## config.mk

```make
export PLATFORM = sky130hd
export DESIGN_NAME = ffha_ctrl
export DESIGN_NICKNAME = d
export VERILOG_FILES = /design/src/rtl/ffha_pkg.sv /design/src/rtl/ffha_ctrl.sv
export SDC_FILE = /design/constraint.sdc
export NUM_CORES = 1
export LEC_CHECK = 0
export ABC_AREA = 1
export BUFFER_PORTS_ARGS = -buffer_cell sky130_fd_sc_hd__buf_2
export CORE_UTILIZATION = 49
export CTS_BUF_LIST = sky130_fd_sc_hd__clkbuf_16
export CTS_CLUSTER_SIZE = 14
export DETAILED_ROUTE_END_ITERATION = 12
export PLACE_DENSITY = 0.76
export RECOVER_POWER = 25
export SLEW_MARGIN = 25
export SYNTH_ARGS = -nofsm -noshare
export SYNTH_HDL_FRONTEND = slang
export SYNTH_SLANG_ARGS = --single-unit
```

## constraint.sdc

```tcl
create_clock -name clock -period 1.3 [get_ports clock]
set_input_delay 0.13 -clock clock [delete_from_list [all_inputs] [get_ports clock]]
set_output_delay 0.13 -clock clock [all_outputs]
set_load 0.01 [all_outputs]
```

## src/rtl/ffha_pkg.sv

```systemverilog
package ffha_pkg;

   // Record pool geometry
   localparam int BLOCK_RECORDS = 2048;
   localparam int IDX_W         = $clog2(BLOCK_RECORDS);
   localparam int CNT_W         = $clog2(BLOCK_RECORDS + 1);

   // Alignment of granted blocks
   localparam int ALIGN_W   = 3;
   localparam int ALIGNMENT = 1 << ALIGN_W;

   // Stream and register port widths
   localparam int REQ_TDATA_W = 72;
   localparam int RSP_TDATA_W = 72;
   localparam int CSR_IDX_W   = 8;

   // Register indexes
   localparam logic [CSR_IDX_W-1:0] CSR_HEAP_BASE = 8'd0;
   localparam logic [CSR_IDX_W-1:0] CSR_HEAP_SIZE = 8'd1;

   typedef enum logic [1:0] {
      OP_INIT  = 2'd0,
      OP_ALLOC = 2'd1,
      OP_FREE  = 2'd2,
      OP_NOP   = 2'd3
   } op_type;

   typedef enum logic [1:0] {
      KIND_UNUSED = 2'd0,
      KIND_FREE   = 2'd1,
      KIND_ALLOC  = 2'd2
   } kind_type;

   typedef enum logic [2:0] {
      ST_OK       = 3'd0,
      ST_NOFIT    = 3'd1,
      ST_NOREC    = 3'd2,
      ST_ZERO     = 3'd3,
      ST_NOTALLOC = 3'd4
   } status_type;

   typedef struct packed {
      kind_type    kind;
      logic [31:0] size;
      logic [31:0] base;
   } record_type;

   typedef enum logic [7:0] {
      S_IDLE   = 8'b0000_0001,
      S_CLEAR  = 8'b0000_0010,
      S_SCAN   = 8'b0000_0100,
      S_DRAIN  = 8'b0000_1000,
      S_DECIDE = 8'b0001_0000,
      S_BUILD  = 8'b0010_0000,
      S_WRITE  = 8'b0100_0000,
      S_DONE   = 8'b1000_0000
   } state_type;

   // Controller to datapath
   typedef struct packed {
      logic accept;
      logic clear;
      logic scan;
      logic decide;
      logic build;
      logic write;
      logic load_rsp;
   } ctl_cmd_type;

   // Datapath to controller
   typedef struct packed {
      op_type in_op;
      logic   in_zero;
      logic   init_mode;
      logic   cnt_last;
      logic   wr_last;
      logic   rsp_busy;
   } dp_status_type;

endpackage

```

## src/rtl/ffha_ctrl.sv

```systemverilog
module ffha_ctrl (
   input  logic                    clock,
   input  logic                    reset,
   input  logic                    req_tvalid,
   output logic                    req_tready,
   input  ffha_pkg::dp_status_type stat,
   output ffha_pkg::ctl_cmd_type   cmd
);

   ffha_pkg::state_type state_ff, state_in;

   assign req_tready = (state_ff == ffha_pkg::S_IDLE);

   // Sequencer: sweep, scan, decide, write back, respond
   always_comb begin
      state_in = state_ff;
      cmd      = '0;
      unique case (state_ff)
         ffha_pkg::S_IDLE: begin
            if (req_tvalid) begin
               cmd.accept = 1'b1;
               unique case (stat.in_op)
                  ffha_pkg::OP_INIT:  state_in = ffha_pkg::S_CLEAR;
                  ffha_pkg::OP_ALLOC: state_in = stat.in_zero ? ffha_pkg::S_DONE
                                                              : ffha_pkg::S_SCAN;
                  ffha_pkg::OP_FREE:  state_in = ffha_pkg::S_SCAN;
                  default:            state_in = ffha_pkg::S_DONE;
               endcase
            end
         end
         ffha_pkg::S_CLEAR: begin
            cmd.clear = 1'b1;
            if (stat.cnt_last) begin
               state_in = stat.init_mode ? ffha_pkg::S_DONE : ffha_pkg::S_IDLE;
            end
         end
         ffha_pkg::S_SCAN: begin
            cmd.scan = 1'b1;
            if (stat.cnt_last) begin
               state_in = ffha_pkg::S_DRAIN;
            end
         end
         ffha_pkg::S_DRAIN: begin
            state_in = ffha_pkg::S_DECIDE;
         end
         ffha_pkg::S_DECIDE: begin
            cmd.decide = 1'b1;
            state_in   = ffha_pkg::S_BUILD;
         end
         ffha_pkg::S_BUILD: begin
            cmd.build = 1'b1;
            state_in  = ffha_pkg::S_WRITE;
         end
         ffha_pkg::S_WRITE: begin
            cmd.write = 1'b1;
            if (stat.wr_last) begin
               state_in = ffha_pkg::S_DONE;
            end
         end
         ffha_pkg::S_DONE: begin
            if (!stat.rsp_busy) begin
               cmd.load_rsp = 1'b1;
               state_in     = ffha_pkg::S_IDLE;
            end
         end
         default: state_in = ffha_pkg::S_IDLE;
      endcase
   end

   // Reset starts with a sweep of the pool
   always_ff @(posedge clock) begin
      if (reset) begin
         state_ff <= ffha_pkg::S_CLEAR;
      end else begin
         state_ff <= state_in;
      end
   end

endmodule

```

==> out/results.md <==
## Pwr
- **power density over the cells** 1380 nW/um^2
- **maximum vdd ir drop** 1030 uV
- **Lkg Pwr** 0.537 nW
- **total chip power** 1.29 mW
- **internal power** 858 uW
- **sw power** 435 uW
- **switching power as a share of total power** 33.6%
- **part of the power in the clock network** 40.3%
- **part of the total power dissipated in sequential elements** 23.9%
- **part of the total power dissipated in combinational logic** 35.8%

## Routing
- **Via density** 5.03
- **post-DR wirelength/cell** 11.6 um
- **top sig layer** met4
- **DR WL met3** 118 um
- **routed metal-1 wire length** 657 um
- **vias after detailed routing** 714
- **WL met2** 815 um
- **number of DRC markers in iteration 0** 21
- **drc violations** 0
- **total length of routed wires** 1650 um
- **number of nets with antenna violations after detailed routing** 0
- **drt pass-1 iters** 4

## Synthesis
- **Post-Synthesis Cells** 104
- **count of state elements after synthesis** 8
- **number of enable flip-flop cells after synthesis** 0
- **share of synthesized area occupied by flip-flops and latches** 25.2%
- **Syn Nets** 114
- **synthesized area per cell** 6.11 um^2
- **Synth top cells by count** sky130_fd_sc_hd__nand2_1 (22), sky130_fd_sc_hd__nor2_1 (18), sky130_fd_sc_hd__inv_1 (16)
- **post-synthesis cell type with the largest combined area** sky130_fd_sc_hd__dfxtp_1
- **share of Yosys cell area claimed by the top area cell type** 25.2%
- **cell types occupying the most area after synthesis** sky130_fd_sc_hd__dfxtp_1 (25%), sky130_fd_sc_hd__nand2_1 (13%), sky130_fd_sc_hd__nor2_1 (11%)
- **Synth async-reset ratio** 0%
- **number of distinct library cell variants in the gate-level netlist after synthesis** 20
- **synth warn** 0
- **most frequent cell after synthesis** sky130_fd_sc_hd__nand2_1
- **Synth Cell Area** 636 um^2
- **most instantiated flip-flop cell in the synthesis netlist** sky130_fd_sc_hd__dfxtp_1

## Floorplanning
- **Die Ht** 38.0 um
- **overall die area** 1450 um^2
- **core outline area** 1160 um^2
- **die outline width** 38.0 um
- **io pins** 18
- **Starting Density** 55.0%
- **number of placement rows** 12

## STA
- **number of failing setup endpoints in the final timing report** 3
- **headroom to the max-slew limit** 81.4%
- **min cycle time layout** 1.31 ns
- **final setup margin** -0.00670 ns
- **clock skew** 0.00113 ns
- **Worst Max-Slew Pin Slew** 0.277 ns
- **final max-slew violation count** 0
- **unrepaired setup endpoints after global routing** yes
- **hold violation total from the final report** 0
- **hold slack final** 0.0932 ns
- **Fmax** 765 MHz
- **final setup TNS** -0.0148 ns
- **share of the clock period used by the worst path** 101%

## Final layout
- **flip-flop count of the largest register after layout** 8
- **final cell count without fillers** 142
- **number of inserted filler cells in the final layout** 79
- **area added between synthesis and finish** 47.4%
- **Diodes inserted** 0
- **fraction of layout cells with a size suffix above 1** 52.3%
- **layout net count** 140
- **register with the most flip-flops** state_ff
- **Final Util** 81.1%
- **Top Registers** state_ff (8)
- **Post-Layout Inst Area** 937 um^2

## Placement
- **placed instance count** 135
- **cell area after placement** 738 um^2
- **HPWL after detailed placement** 1120 um
- **Placement Setup Slack** 0.0114 ns
- **Port Buffers** 17
- **routability cong.** 0.910

## Critical path
- **cell type with the highest occurrence count on the critical path** sky130_fd_sc_hd__nand2_4
- **Critical path origin** state_ff[7]$_SDFFE_PP0P_
- **cell with the biggest individual delay on the critical path** sky130_fd_sc_hd__dfxtp_2
- **critical path capture point type** output pin
- **largest stage delay on the critical path** 0.33 ns
- **crit path launch type** flop
- **family with the most delay on the worst path** simple AND/OR/NAND/NOR gates
- **biggest fanout along the worst timing path** 7
- **FF-to-FF Start** state_ff[7]$_SDFFE_PP0P_
- **Cell Chain, Critical Path** inv_2 > nand2_4 > nor2_8 > nand2_4 > nor2_4 > buf_6
- **worst setup path category** reg -> out
- **arrival time reported for the critical path endpoint** 1.18 ns
- **Data required, critical path** 1.17 ns
- **Worst Path Buf+Inv** 2

## CTS
- **clock insertion delay at the later pin of the skew report** 0.23 ns
- **root buf cell** sky130_fd_sc_hd__clkbuf_16
- **H-tree depth reported by CTS** 1
- **CTS tree** done
- **clock net sink count** 8
- **CTS clock-pin slew for the worst setup and hold paths** 0.04 ns
- **largest buffer count on any clock path** 2
- **number of buffers created by CTS** 3
- **count of hold-fix buffers inserted at cts** 0

## Flow run
- **number of max-capacitance violations reported** 0

## Global route
- **global-route wire length before repair** 2460 um
- **number of antenna violations at the first check in global routing** 0
- **pin count of the biggest net entering global routing** 8
- **global-route usage over all layers** 26.4%
- **gr ovfl total** 0
- **vias in the first global route** 600

## Min path
- **worst min-delay path category** in -> reg
- **Hold Crit Start** reset

## Run status
- **outcome** finished, violations left
- **violations in the final reports** setup timing

[routing by layer]
| metal | vias to the layer above | track usage, % |
|---|---|---|
| met5 | - | 0 |
| met1 | 314 | 28.0 |
| met4 | 0 | 16.1 |
| met3 | 6 | 8.72 |
| met2 | 32 | 44.8 |
| li1 | 362 | - |
[worst register-to-register path, cell delays in order, from the launching register on]
cell and delay, ns:
sky130_fd_sc_hd__dfxtp_2 0.33, sky130_fd_sc_hd__inv_2 0.08, sky130_fd_sc_hd__nand2_4 0.07, sky130_fd_sc_hd__nor2_8 0.16, sky130_fd_sc_hd__nand2_4 0.10, sky130_fd_sc_hd__buf_6 0.13, sky130_fd_sc_hd__nand2_2 0.05, sky130_fd_sc_hd__nor2_1 0.04
sky130_fd_sc_hd__nand2_1 0.05, sky130_fd_sc_hd__nand2_1 0.04, sky130_fd_sc_hd__nor2_1 0.11, sky130_fd_sc_hd__nor2_1 0.05
[cell usage in the layout (no fill, tap or decap)]
master                       n
sky130_fd_sc_hd__a21oi_1     2
sky130_fd_sc_hd__buf_2      14
sky130_fd_sc_hd__buf_4       4
sky130_fd_sc_hd__buf_6       4
sky130_fd_sc_hd__clkbuf_16   3
sky130_fd_sc_hd__dfxtp_1     1
sky130_fd_sc_hd__dfxtp_2     7
sky130_fd_sc_hd__inv_1      13
sky130_fd_sc_hd__inv_2       9
sky130_fd_sc_hd__inv_4       1
sky130_fd_sc_hd__nand2_1    18
sky130_fd_sc_hd__nand2_2     6
sky130_fd_sc_hd__nand2_4     5
sky130_fd_sc_hd__nand3_1     6
sky130_fd_sc_hd__nand3_2     3
sky130_fd_sc_hd__nand3b_1    1
sky130_fd_sc_hd__nand4_1     4
sky130_fd_sc_hd__nor2_1     13
sky130_fd_sc_hd__nor2_2      4
sky130_fd_sc_hd__nor2_4      6
sky130_fd_sc_hd__nor2_8      1
sky130_fd_sc_hd__nor3_1      1
sky130_fd_sc_hd__o21ai_0     1
sky130_fd_sc_hd__or2_0       1
[logic make-up after synthesis]
| family | count (synthesis) | share of synthesized area (%) |
|---|---|---|
| AOI/OAI and AO/OA | 3 | 2.36 |
| buffers and inverters | 24 | 15.2 |
| DFF | 8 | 25.2 |
| and+or+nand+nor | 69 | 57.3 |
[area by class of cell]
class | count | area (um^2) | share of cell area (%)
timing repair buffer | 22 | 145 | 15.5
multi-input combinational | 72 | 442 | 47.1
tap | 14 | 17.5 | 1.87
clock buffer | 3 | 75.1 | 8.01
inverter | 23 | 88.8 | 9.48
sequential | 8 | 169 | 18.0
[power by group through the flow]
stage	Combinational, mW	Clock (mW)	Sequential (mW)
floorplan	0.292	0	0.289
global placement	0.367	0	0.292
detailed placement	0.372	0	0.293
CTS	0.398	0.522	0.293
global route	0.510	0.535	0.309
finish	0.463	0.520	0.309
[worst paths after layout]
check	depth (start not counted)	slack [ns]	to
setup / recovery	6	-0.007	cmd[6]
hold / removal	2	0.09	state_ff[6]$_SDFFE_PP0P_
setup reg to reg	11	0	state_ff[0]$_SDFFE_PP0P_
hold reg to reg	2	0.52	state_ff[1]$_SDFFE_PP1P_
[what timing repair did]
item                                    in CTS  in global routing
gates resized for setup                      7                 24
endpoints found under the setup margin       5                 12
pin swaps                                    1                  9
buffers inserted                             1                  3
(Power assumes the default switching activity.)
